$ cat src/windowed_sound_level_stats_defines.svh
// assertion macros for the sound level meter
`ifndef WINDOWED_SOUND_LEVEL_STATS_DEFINES_SVH
`define WINDOWED_SOUND_LEVEL_STATS_DEFINES_SVH

// implication checked on every clock edge outside reset
`define WSLS_ASSERT(label, ante, cons) \
  label: assert property (@(posedge clk_i) disable iff (!rst_ni) (ante) |-> (cons)) \
    else $error("assertion failed");

// implication whose consequence is checked in the following cycle
`define WSLS_ASSERT_NEXT(label, ante, cons) \
  label: assert property (@(posedge clk_i) disable iff (!rst_ni) (ante) |=> (cons)) \
    else $error("assertion failed");

`endif

$ cat src/wsls_pkg.sv
// ----------------------------------------------------------------------------
// wsls_pkg
// shared widths and the window summary passed from front to back end
// ----------------------------------------------------------------------------
`default_nettype none
package wsls_pkg;
  localparam int SampleBits = 12;
  localparam int CountBits  = 24;
  localparam int SumBits    = CountBits + SampleBits;
  localparam int SqBits     = CountBits + 2 * SampleBits;
  localparam int ProdBits   = CountBits + SqBits;
  localparam int RadBits    = ProdBits + 8;
  localparam int RootBits   = RadBits / 2;
  localparam int QueueDepth = 2;
  localparam logic [15:0] TotalSat = 16'hFFFF;

  // closed window summary
  typedef struct packed {
    logic [CountBits-1:0]  cnt;
    logic [SumBits-1:0]    sum;
    logic [SqBits-1:0]     sumsq;
    logic [SampleBits-1:0] mn;
    logic [SampleBits-1:0] mx;
    logic                  drop;
  } win_t;
endpackage
`default_nettype wire

$ cat src/wsls_front.sv
// ----------------------------------------------------------------------------
// wsls_front
// accumulates samples and pushes a window summary on window end
// ----------------------------------------------------------------------------
`default_nettype none
module wsls_front (
  input  wire logic                               clk_i,
  input  wire logic                               rst_ni,
  input  wire logic [wsls_pkg::SampleBits-1:0]    sample_mv_i,
  input  wire logic                               sample_valid_i,
  input  wire logic                               window_end_i,
  input  wire logic                               in_valid_i,
  output      logic                               in_ready_o,
  output      logic                               push_o,
  output      wsls_pkg::win_t                     win_o,
  input  wire logic                               full_i
);
  localparam logic [wsls_pkg::CountBits-1:0] Lim = '1;
  wsls_pkg::win_t acc_q, acc_d, clr;
  logic take;

  assign in_ready_o = !full_i;
  assign take = in_valid_i && in_ready_o;

  // reset value of the accumulator
  always_comb begin
    clr = '0;
    clr.mn = '1;
  end

  // add one sample, or flag a drop once the count is at its limit
  always_comb begin
    acc_d = acc_q;
    if (sample_valid_i) begin
      if (acc_q.cnt == Lim) begin
        acc_d.drop = 1'b1;
      end else begin
        acc_d.cnt = acc_q.cnt + 1'b1;
        acc_d.sum = acc_q.sum + wsls_pkg::SumBits'(sample_mv_i);
        acc_d.sumsq = acc_q.sumsq +
                      wsls_pkg::SqBits'(sample_mv_i) * wsls_pkg::SqBits'(sample_mv_i);
        if (sample_mv_i < acc_q.mn) acc_d.mn = sample_mv_i;
        if (sample_mv_i > acc_q.mx) acc_d.mx = sample_mv_i;
      end
    end
  end

  assign push_o = take && window_end_i;
  assign win_o  = acc_d;

  always_ff @(posedge clk_i or negedge rst_ni) begin
    if (!rst_ni) begin
      acc_q <= clr;
    end else if (take) begin
      acc_q <= window_end_i ? clr : acc_d;
    end
  end
endmodule
`default_nettype wire

$ cat src/wsls_queue.sv
// ----------------------------------------------------------------------------
// wsls_queue
// small fifo of closed window summaries
// ----------------------------------------------------------------------------
`default_nettype none
module wsls_queue (
  input  wire logic           clk_i,
  input  wire logic           rst_ni,
  input  wire logic           push_i,
  input  wire wsls_pkg::win_t data_i,
  output      logic           full_o,
  output      logic           nempty_o,
  input  wire logic           pop_i,
  output      wsls_pkg::win_t data_o
);
  localparam int AW = $clog2(wsls_pkg::QueueDepth);
  wsls_pkg::win_t mem_q [wsls_pkg::QueueDepth];
  logic [AW-1:0] wp_q, rp_q;
  logic [AW:0]   cnt_q;

  assign full_o   = cnt_q == (AW+1)'(wsls_pkg::QueueDepth);
  assign nempty_o = cnt_q != '0;
  assign data_o   = mem_q[rp_q];

  always_ff @(posedge clk_i) begin
    if (push_i) mem_q[wp_q] <= data_i;
  end

  // pointers wrap at the power of two depth
  always_ff @(posedge clk_i or negedge rst_ni) begin
    if (!rst_ni) begin
      wp_q <= '0;
      rp_q <= '0;
      cnt_q <= '0;
    end else begin
      if (push_i) wp_q <= wp_q + 1'b1;
      if (pop_i) rp_q <= rp_q + 1'b1;
      cnt_q <= cnt_q + (AW+1)'(push_i) - (AW+1)'(pop_i);
    end
  end
endmodule
`default_nettype wire

$ cat src/wsls_back.sv
// ----------------------------------------------------------------------------
// wsls_back
// sequencer computing dc, rms and peak with shared serial divider and root
// ----------------------------------------------------------------------------
`default_nettype none
module wsls_back (
  input  wire logic           clk_i,
  input  wire logic           rst_ni,
  input  wire logic           nempty_i,
  input  wire wsls_pkg::win_t win_i,
  output      logic           pop_o,
  output      logic           out_valid_o,
  input  wire logic           out_ready_i,
  output      logic [15:0]    dc_level_o,
  output      logic [14:0]    rms_level_o,
  output      logic [15:0]    peak_level_o,
  output      logic [15:0]    sample_total_o,
  output      logic           count_overflow_o,
  output      logic           window_empty_o
);
  localparam int CB = wsls_pkg::CountBits;
  localparam int SB = wsls_pkg::SumBits;
  localparam int QB = wsls_pkg::SqBits;
  localparam int PB = wsls_pkg::ProdBits;
  localparam int RB = wsls_pkg::RadBits;
  localparam int TB = wsls_pkg::RootBits;
  localparam int DB = (SB + 4 > TB) ? SB + 4 : TB;   // dividend width
  localparam int KB = $clog2(DB + RB + 1);

  typedef enum logic [3:0] {
    S_IDLE, S_MA, S_MB, S_DIFF, S_SQRT, S_DIV_DC, S_DIV_RMS, S_PEAK, S_OUT
  } st_e;

  st_e st_q;
  wsls_pkg::win_t w_q;
  // serial multiplier: shift-add one bit per cycle
  logic [PB-1:0] pa_q, pb_q;   // products n*sumsq and sum^2
  logic [PB-1:0] macc_q;
  logic [PB-1:0] mcand_q;
  logic [QB-1:0] mplier_q;
  logic [RB-1:0] rad_q;        // radicand, consumed two bits per step
  logic [TB-1:0] root_q;
  logic [TB+1:0] rem_q;
  logic [DB-1:0] quo_q;        // dividend then quotient
  logic [CB:0]   drem_q;
  logic [KB-1:0] k_q;
  logic [DB-1:0] dc_q;
  logic [TB+1:0] trial;
  logic [CB:0]   dtrial;
  logic [16:0]   up, dn;

  assign trial  = {rem_q[TB-1:0], rad_q[RB-1 -: 2]} - {root_q, 2'b01};
  assign dtrial = {drem_q[CB-1:0], quo_q[DB-1]} - {1'b0, w_q.cnt};
  assign pop_o  = (st_q == S_IDLE) && nempty_i;
  assign up = ({1'b0, w_q.mx, 4'b0} > 17'(dc_q)) ? {1'b0, w_q.mx, 4'b0} - 17'(dc_q) : '0;
  assign dn = (17'(dc_q) > {1'b0, w_q.mn, 4'b0}) ? 17'(dc_q) - {1'b0, w_q.mn, 4'b0} : '0;

  always_ff @(posedge clk_i or negedge rst_ni) begin
    if (!rst_ni) begin
      st_q <= S_IDLE;
      out_valid_o <= 1'b0;
      w_q <= '0;
      pa_q <= '0;
      pb_q <= '0;
      macc_q <= '0;
      mcand_q <= '0;
      mplier_q <= '0;
      rad_q <= '0;
      root_q <= '0;
      rem_q <= '0;
      quo_q <= '0;
      drem_q <= '0;
      k_q <= '0;
      dc_q <= '0;
      dc_level_o <= '0;
      rms_level_o <= '0;
      peak_level_o <= '0;
      sample_total_o <= '0;
      count_overflow_o <= 1'b0;
      window_empty_o <= 1'b0;
    end else begin
      unique case (st_q)
        S_IDLE: begin
          if (nempty_i) begin
            w_q <= win_i;
            macc_q <= '0;
            mcand_q <= PB'(win_i.cnt);
            mplier_q <= win_i.sumsq;
            k_q <= KB'(QB);
            st_q <= S_MA;
          end
        end
        S_MA: begin
          if (mplier_q[0]) macc_q <= macc_q + mcand_q;
          mcand_q <= mcand_q << 1;
          mplier_q <= mplier_q >> 1;
          k_q <= k_q - 1'b1;
          if (k_q == KB'(1)) begin
            pa_q <= mplier_q[0] ? macc_q + mcand_q : macc_q;
            macc_q <= '0;
            mcand_q <= PB'(w_q.sum);
            mplier_q <= QB'(w_q.sum);
            k_q <= KB'(SB);
            st_q <= S_MB;
          end
        end
        S_MB: begin
          if (mplier_q[0]) macc_q <= macc_q + mcand_q;
          mcand_q <= mcand_q << 1;
          mplier_q <= mplier_q >> 1;
          k_q <= k_q - 1'b1;
          if (k_q == KB'(1)) begin
            pb_q <= mplier_q[0] ? macc_q + mcand_q : macc_q;
            st_q <= S_DIFF;
          end
        end
        S_DIFF: begin
          rad_q <= (pa_q > pb_q) ? {pa_q - pb_q, 8'h00} : '0;
          root_q <= '0;
          rem_q <= '0;
          k_q <= KB'(TB);
          st_q <= S_SQRT;
        end
        // restoring square root, two radicand bits per step
        S_SQRT: begin
          rad_q <= rad_q << 2;
          k_q <= k_q - 1'b1;
          if (!trial[TB+1]) begin
            rem_q <= trial;
            root_q <= {root_q[TB-2:0], 1'b1};
          end else begin
            rem_q <= {rem_q[TB-1:0], rad_q[RB-1 -: 2]};
            root_q <= {root_q[TB-2:0], 1'b0};
          end
          if (k_q == KB'(1)) begin
            quo_q <= DB'({w_q.sum, 4'b0});
            drem_q <= '0;
            k_q <= KB'(DB);
            st_q <= S_DIV_DC;
          end
        end
        // restoring division by the sample count, one bit per step
        S_DIV_DC, S_DIV_RMS: begin
          k_q <= k_q - 1'b1;
          if (!dtrial[CB]) begin
            drem_q <= dtrial;
            quo_q <= {quo_q[DB-2:0], 1'b1};
          end else begin
            drem_q <= {drem_q[CB-1:0], quo_q[DB-1]};
            quo_q <= {quo_q[DB-2:0], 1'b0};
          end
          if (k_q == KB'(1)) begin
            if (st_q == S_DIV_DC) begin
              dc_q <= {quo_q[DB-2:0], !dtrial[CB]};
              quo_q <= DB'(root_q);
              drem_q <= '0;
              k_q <= KB'(DB);
              st_q <= S_DIV_RMS;
            end else begin
              st_q <= S_PEAK;
            end
          end
        end
        S_PEAK: begin
          out_valid_o <= 1'b1;
          window_empty_o <= w_q.cnt == '0;
          if (w_q.cnt == '0) begin
            dc_level_o <= '0;
            rms_level_o <= '0;
            peak_level_o <= '0;
            sample_total_o <= '0;
            count_overflow_o <= 1'b0;
          end else begin
            dc_level_o <= dc_q[15:0];
            rms_level_o <= quo_q[14:0];
            peak_level_o <= (up > dn) ? up[15:0] : dn[15:0];
            sample_total_o <= (w_q.cnt > CB'(wsls_pkg::TotalSat)) ?
                              wsls_pkg::TotalSat : w_q.cnt[15:0];
            count_overflow_o <= w_q.drop;
          end
          st_q <= S_OUT;
        end
        S_OUT: begin
          if (out_ready_i) begin
            out_valid_o <= 1'b0;
            st_q <= S_IDLE;
          end
        end
        default: st_q <= S_IDLE;
      endcase
    end
  end
endmodule
`default_nettype wire

$ cat src/windowed_sound_level_stats.sv
// flow: the back end runs the serial multiplier, root and divider for one window at a time
// and takes the next window from the queue only after its result is accepted
// throughput: one sample transaction per cycle while in_ready_o is high;
// input stalls only while two closed windows wait behind a busy back end
// reset: asynchronous active low, clears accumulators (min to all ones) and queue
// ----------------------------------------------------------------------------
// windowed_sound_level_stats
// windowed dc, rms and peak meter: accumulator front end, math back end
// ----------------------------------------------------------------------------
`default_nettype none
`include "windowed_sound_level_stats_defines.svh"
module windowed_sound_level_stats (
  input  wire logic        clk_i,
  input  wire logic        rst_ni,
  input  wire logic [11:0] sample_mv_i,
  input  wire logic        sample_valid_i,
  input  wire logic        window_end_i,
  input  wire logic        in_valid_i,
  output      logic        in_ready_o,
  output      logic        out_valid_o,
  input  wire logic        out_ready_i,
  output      logic [15:0] dc_level_o,
  output      logic [14:0] rms_level_o,
  output      logic [15:0] peak_level_o,
  output      logic [15:0] sample_total_o,
  output      logic        count_overflow_o,
  output      logic        window_empty_o
);
  logic push, full, nempty, pop;
  wsls_pkg::win_t win_in, win_out;

  wsls_front u_front (
    .clk_i, .rst_ni, .sample_mv_i, .sample_valid_i, .window_end_i, .in_valid_i,
    .in_ready_o, .push_o(push), .win_o(win_in), .full_i(full)
  );

  wsls_queue u_queue (
    .clk_i, .rst_ni, .push_i(push), .data_i(win_in), .full_o(full),
    .nempty_o(nempty), .pop_i(pop), .data_o(win_out)
  );

  wsls_back u_back (
    .clk_i, .rst_ni, .nempty_i(nempty), .win_i(win_out), .pop_o(pop),
    .out_valid_o, .out_ready_i, .dc_level_o, .rms_level_o, .peak_level_o,
    .sample_total_o, .count_overflow_o, .window_empty_o
  );

  // transaction checks
  `WSLS_ASSERT(a_no_push_full, full, !push)
  `WSLS_ASSERT(a_empty_zero, out_valid_o && window_empty_o, dc_level_o == '0 && sample_total_o == '0)
  `WSLS_ASSERT_NEXT(a_out_hold, out_valid_o && !out_ready_i, out_valid_o && $stable(dc_level_o))
endmodule
`default_nettype wire
$ cat config.mk
export PLATFORM = sky130hd
export DESIGN_NAME = windowed_sound_level_stats
export DESIGN_NICKNAME = d
export VERILOG_FILES = /design/src/wsls_pkg.sv /design/src/wsls_front.sv /design/src/wsls_queue.sv /design/src/wsls_back.sv /design/src/windowed_sound_level_stats.sv
export VERILOG_INCLUDE_DIRS = /design/src /design/src/src
export SDC_FILE = /design/constraint.sdc
export NUM_CORES = 2
export LEC_CHECK = 0
export BUFFER_PORTS_ARGS = -buffer_cell sky130_fd_sc_hd__buf_4
export CAP_MARGIN = 20
export CORE_ASPECT_RATIO = 1.25
export CORE_MARGIN = 5
export CORE_UTILIZATION = 58
export CTS_BUF_LIST = sky130_fd_sc_hd__clkbuf_4
export DETAILED_ROUTE_END_ITERATION = 8
export PLACE_DENSITY_LB_ADDON = 0.25
export SLEW_MARGIN = 15
export SYNTH_ARGS = -nofsm -noshare
export SYNTH_HDL_FRONTEND = slang
export SYNTH_SLANG_ARGS = --single-unit
$ cat constraint.sdc
create_clock -name clk_i -period 9.7 [get_ports clk_i]
set_input_delay 1.94 -clock clk_i [delete_from_list [all_inputs] [get_ports clk_i]]
set_output_delay 1.94 -clock clk_i [all_outputs]
set_load 0.02 [all_outputs]
Word-level counts from Yosys, hierarchy flattened
Memory sizes are Yosys's and may differ from the RTL's.
Index checks and enable logic that the tools add are counted.
{ "totals": {"out_inout_bits": 67, "n_memories": 1, "word_cells": 156, "reg_bits": 876, "ram_bits": 266} }
{ "mem_list": {"columns": ["memory", "depth", "width", "rd", "rd_ports_with_merged_regs", "wr", "line_no", "text"], "rows": [
  ["u_queue.mem_q", 2, 133, 1, 0, 1, "wsls_queue.sv:17", "wsls_pkg::win_t mem_q [wsls_pkg::QueueDepth];"]
]} }
{ "classes": {"add_sub_neg": 14, "n_mul": 1, "n_reduce_logical": 23, "n_lt_le_gt_ge": 7, "n_eq_ne": 17, "n_mux": 59} }
{ "op_table": {"columns": ["op", "count"], "rows": [
  ["72-bit one-hot mux with 3 select lines", 2],
  ["72-bit two-way mux", 5],
  ["133-bit two-way mux", 2],
  ["40-bit one-hot mux with 2 select lines", 3],
  ["40-bit two-way mux", 4],
  ["80-bit one-hot mux with 2 select lines", 1],
  ["48-bit one-hot mux with 3 select lines", 1],
  ["132-bit two-way mux", 1],
  ["24-bit two-way mux", 4],
  ["16-bit two-way mux", 5],
  ["80-bit two-way mux", 1],
  ["72-bit adder", 1],
  ["72-bit greater-than comparator", 1],
  ["72-bit subtractor", 1],
  ["48-bit by 24-bit adder with 48-bit output", 1],
  ["48-bit two-way mux", 1],
  ["24-bit one-hot mux with 2 select lines", 1],
  ["47-bit two-way mux", 1],
  ["7-bit one-hot mux with 6 select lines", 1],
  ["42-bit subtractor", 1],
  ["36-bit by 12-bit adder with 36-bit output", 1],
  ["7-bit two-way mux", 5],
  ["17-bit two-way mux", 2],
  ["4-bit one-hot mux with 8 select lines", 1],
  ["other kinds (40)", 74]
]} }

Depth between registers and ports, before layout
{ "depth": {"word_depth": 6, "depth_mapped": 27} }

By module
A second synthesis with hierarchy kept.
{ "unflattened": {"hier_cells": 6948, "hier_area_um2": 68146.6} }
{ "by_module_without_submodules": {"columns": ["module", "cells_each", "n_inst", "area_per_inst_um2"], "rows": [
  ["wsls_back", 4848, 1, 44142.3],
  ["wsls_front", 1671, 1, 13969.6],
  ["wsls_queue", 429, 1, 10034.6]
]} }

Worst setup path before layout
OpenSTA, ideal clock, no wires.
{ "synth_path": {"path_kind": "input to register", "from": "input port window_end_i", "to": "memory u_queue.mem_q[0][0] (netlist name) (enable)", "required_ns": 9.073, "path_stages": 4, "path_buffers": 2, "slack_ns": 0.943, "arrival_ns": 8.130, "cell_sequence": "clkbuf_1 > clkbuf_1 > nand2_1 > nor2_1"} }
{ "synth_between": {"elab_chain_len": 3} }
{ "synth_lines": {"columns": ["item", "line_no", "text"], "rows": [
  ["from (decl)", "windowed_sound_level_stats.sv:17", "input wire logic window_end_i,"],
  ["1-bit logical AND", "wsls_front.sv:48", "assign push_o = take && window_end_i;"],
  ["1-bit two-way mux", "wsls_queue.sv:26", "if (push_i) mem_q[wp_q] <= data_i;"],
  ["1-bit two-way mux (not written as such)", "wsls_queue.sv:26", null],
  ["to (decl)", "wsls_queue.sv:17", null]
]} }
Every way passes these cells.

==> results.yml <==
setup_path:
  crit_required_ps: 10610
  cp_max_fo: 12
  endpoint_kind: "register"
  critPathKind: "input port to register"
  arrival_ps: 8490
  start_kind: "input port"
clocking:
  ctsResizeCount: 0
  clkSinkCount: 1134
  cts_hold_buf: 0
  cts_buffer_depth: 4
  cts_root_buf: "clkbuf_4"
  insertion_delay_ps: 1210
  h-tree-depth: 5
  cts_setup_buffers: 0
  cts_tree: "done"
  numCtsBuffers: 303
  clkSlewWorstSetupHoldPaths_ps: 60
floorplanning:
  ioPinCount: 85
  die_w_um: 311
  initial_utilization: 0.583
  die_height_um: 387
  rows: 138
  die_area_um2: 120000
  core_um2: 113000
sta:
  finalCriticalPeriod_ps: 7580
  slew_headroom: 0.220
  rsz0062_at_grt: "no"
  setup_viol: 0
  fmax_ghz: 0.132
  setup_ws_ps: 2120
  finalCritPeriodShare: 0.782
  timing.hold.ws_ps: 480
  clock_skew_ps: 91.5
  drv_slew: 0
  tns_ps: 0
  tightest_slew_ps: 1160
  hold_viol: 0
drt:
  routedWlPerCell_um: 19.7
  num_vias: 51724
  top_layer_used: "met5"
  drc: 0
  drt_iter0_markers: 3816
  wl_met2_um: 81800
  wl_met1_um: 72200
  ant_nets: 0
  dr.pass1.iters: 8
  drt_wl_total_um: 171000
  vias_per_cell: 5.96
  met3_length_um: 9230
placement:
  dpl_cell_area_um2: 67600
  gp_congestion: 0.921
  dp_hpwl_um: 121000
  portBuffers: 84
  pre_cts_slack_ps: 1020
logic_synthesis:
  synthMuxAreaShare: 0.0475
  netlist_area_um2: 65900
  synth_edf_count: 266
  yosysWarnings: 0
  ys.flop_type: "dfrtp_1"
  yosysUniqueCellTypes: 84
  synth_seq_cells: 1134
  synth_top_cell_area_share: 0.325
  synth_adder_area_share: 0.0997
  yosysMostFrequentCell: "nand2_1"
  synth_top_family_by_area: "compound AO/OA/AOI/OAI gates"
  post-synth-top-area-cell: "dfrtp_1"
  synthSimpleGateAreaFrac: 0.120
  syn_inst: 6937
  async_reset_ff_frac: 0.765
  synth-xor-area-share: 0.0436
  synth.net_count: 7417
  synth-compound-area-share: 0.189
  ys_top_cells_by_count: "nand2_1 (1010), dfrtp_1 (856), o21ai_0 (713)"
  syn_area_per_cell_um2: 9.50
  seq_area_frac_synth: 0.451
  synthTopCellsByArea: "dfrtp_1 (33%), edfxtp_1 (12%), ha_1 (6.8%), nand2_1 (5.8%), o21ai_0 (5.4%)"
grt:
  grt_max_degree: 176
  grt_pass1_wl_um: 276000
  grt_pass1_vias: 51346
  grt_use_total: 0.280
  antenna_found_initial: 4
  overflow: 0
outcome:
  status: "finished, final reports clean"
power_and_ir_drop:
  cellLeakagePower_uw: 0.0334
  p_per_area_nw_per_um2: 341
  vdd_drop_max_uv: 343
layout:
  area_growth_pct: 8.09
  final_area_um2: 71200
  drive_above_1_share: 0.0929
  finish.utilization: 0.630
  fin_nets: 7480
  fillers: 9555
min_path:
  min_path_type: "register to register"
job:
  drv_cap: 0
-- worst paths after layout --
path | endpoint | slack, ps | cells after the start | startpoint
min | u_back.pb_q[11]$_DFFE_PN0P_ | 480 | 2 | u_back.pb_q[11]$_DFFE_PN0P_
max in group asynchronous | u_queue.rp_q$_DFFE_PN0P_ | 7250 | 2 | rst_ni
min in group asynchronous | u_back.drem_q[7]$_DFFE_PN0P_ | 790 | 1 | rst_ni
max | u_queue.mem_q[1][55]$_DFFE_PP_ | 2120 | 24 | sample_mv_i[7]
max reg2reg | u_queue.mem_q[1][55]$_DFFE_PP_ | 3580 | 20 | u_front.acc_q[34]$_DFFE_PN0P_
min reg2reg | u_back.pb_q[11]$_DFFE_PN0P_ | 480 | 2 | u_back.pb_q[11]$_DFFE_PN0P_
-- metrics by stage --
stage | power [µW] | instances
after global routing | 25700 | 8676
after CTS | 24300 | 8671
final | 24300 | 8676
after floorplan | 16800 | 6937
after detailed placement | 20100 | 8165
after global placement | 19800 | 8164
-- power breakdown --
part | switching, µW | leakage, µW | internal (µW)
registers | 1100 | 0.0142 | 6210
logic | 7740 | 0.0171 | 5110
clock network | 1990 | 0.00215 | 2120
total | 10800 | 0.0334 | 13400
-- worst max-delay path, stage by stage --
cell and delay [ps]:
buf_4 170, inv_1 240, nor2_1 150, fa_1 540
inv_1 50, fa_1 510, inv_1 50, fa_1 460
fa_1 490, inv_1 50, fa_1 520, inv_1 40
ha_1 340, and2_1 200, a221oi_1 460, inv_1 90
o311ai_0 530, o21ai_1 180, nand2_1 130, o221a_2 240
o21ai_1 100, o31ai_1 600, nor2_1 190, xor2_1 190
-- area by class of cell --
type,instances,area (µm²),share of cell area
inverters,478,1790,0.0252
clock inverters,88,472,0.00662
diodes,5,12.5,0.000176
repair buffers,135,1100,0.0154
well taps,1470,1840,0.0258
clock buffers,418,3140,0.0441
flip-flops and latches,1134,29700,0.417
multi-input cells,4948,33100,0.465
-- cells by family after synthesis --
group,count (synthesis)
xor+xnor,328
flops,1134
simple gates,1822
mux,309
compound gates,2027
buf+inv,855
fa+ha+maj,462
-- cell usage in the layout, fill, tap and decap left out, drive strengths merged, types with 47 or more instances in the layout --
cell type | Yosys | routed
xor2 | 133 | 133
o21bai | 47 | 47
ha | 357 | 357
fa | 105 | 105
clkbuf | 356 | 418
inv | 478 | 482
nor2 | 337 | 337
and2 | 58 | 58
xnor2 | 195 | 195
clkinv | 0 | 79
nor3 | 72 | 72
o21ai | 820 | 820
a21oi | 434 | 434
nand4 | 64 | 64
a22o | 124 | 124
a22oi | 80 | 80
edfxtp | 266 | 266
buf | 21 | 135
dfrtp | 856 | 856
o22ai | 53 | 53
and3 | 48 | 48
a21o | 181 | 181
nand2 | 1010 | 1010
nand3 | 76 | 76
mux2i | 288 | 288
-- routing by layer --
metal | vias to the layer above | global-route usage
li1 | 24635 | -
met1 | 25169 | 0.367
met3 | 402 | 0.0500
met5 | - | 0
met2 | 1516 | 0.460
met4 | 2 | 0.122
-- registers in the layout (all words and copies together) (netlist names), 48 cells and up --
register / cells
u_back.macc_q: 72
u_back.mcand_q: 72
u_back.mplier_q: 48
u_back.pa_q: 72
u_back.pb_q: 72
u_back.rad_q: 72
u_back.w_q: 85
u_front.acc_q: 133
u_queue.mem_q: 266
(Power assumes the default switching activity.)
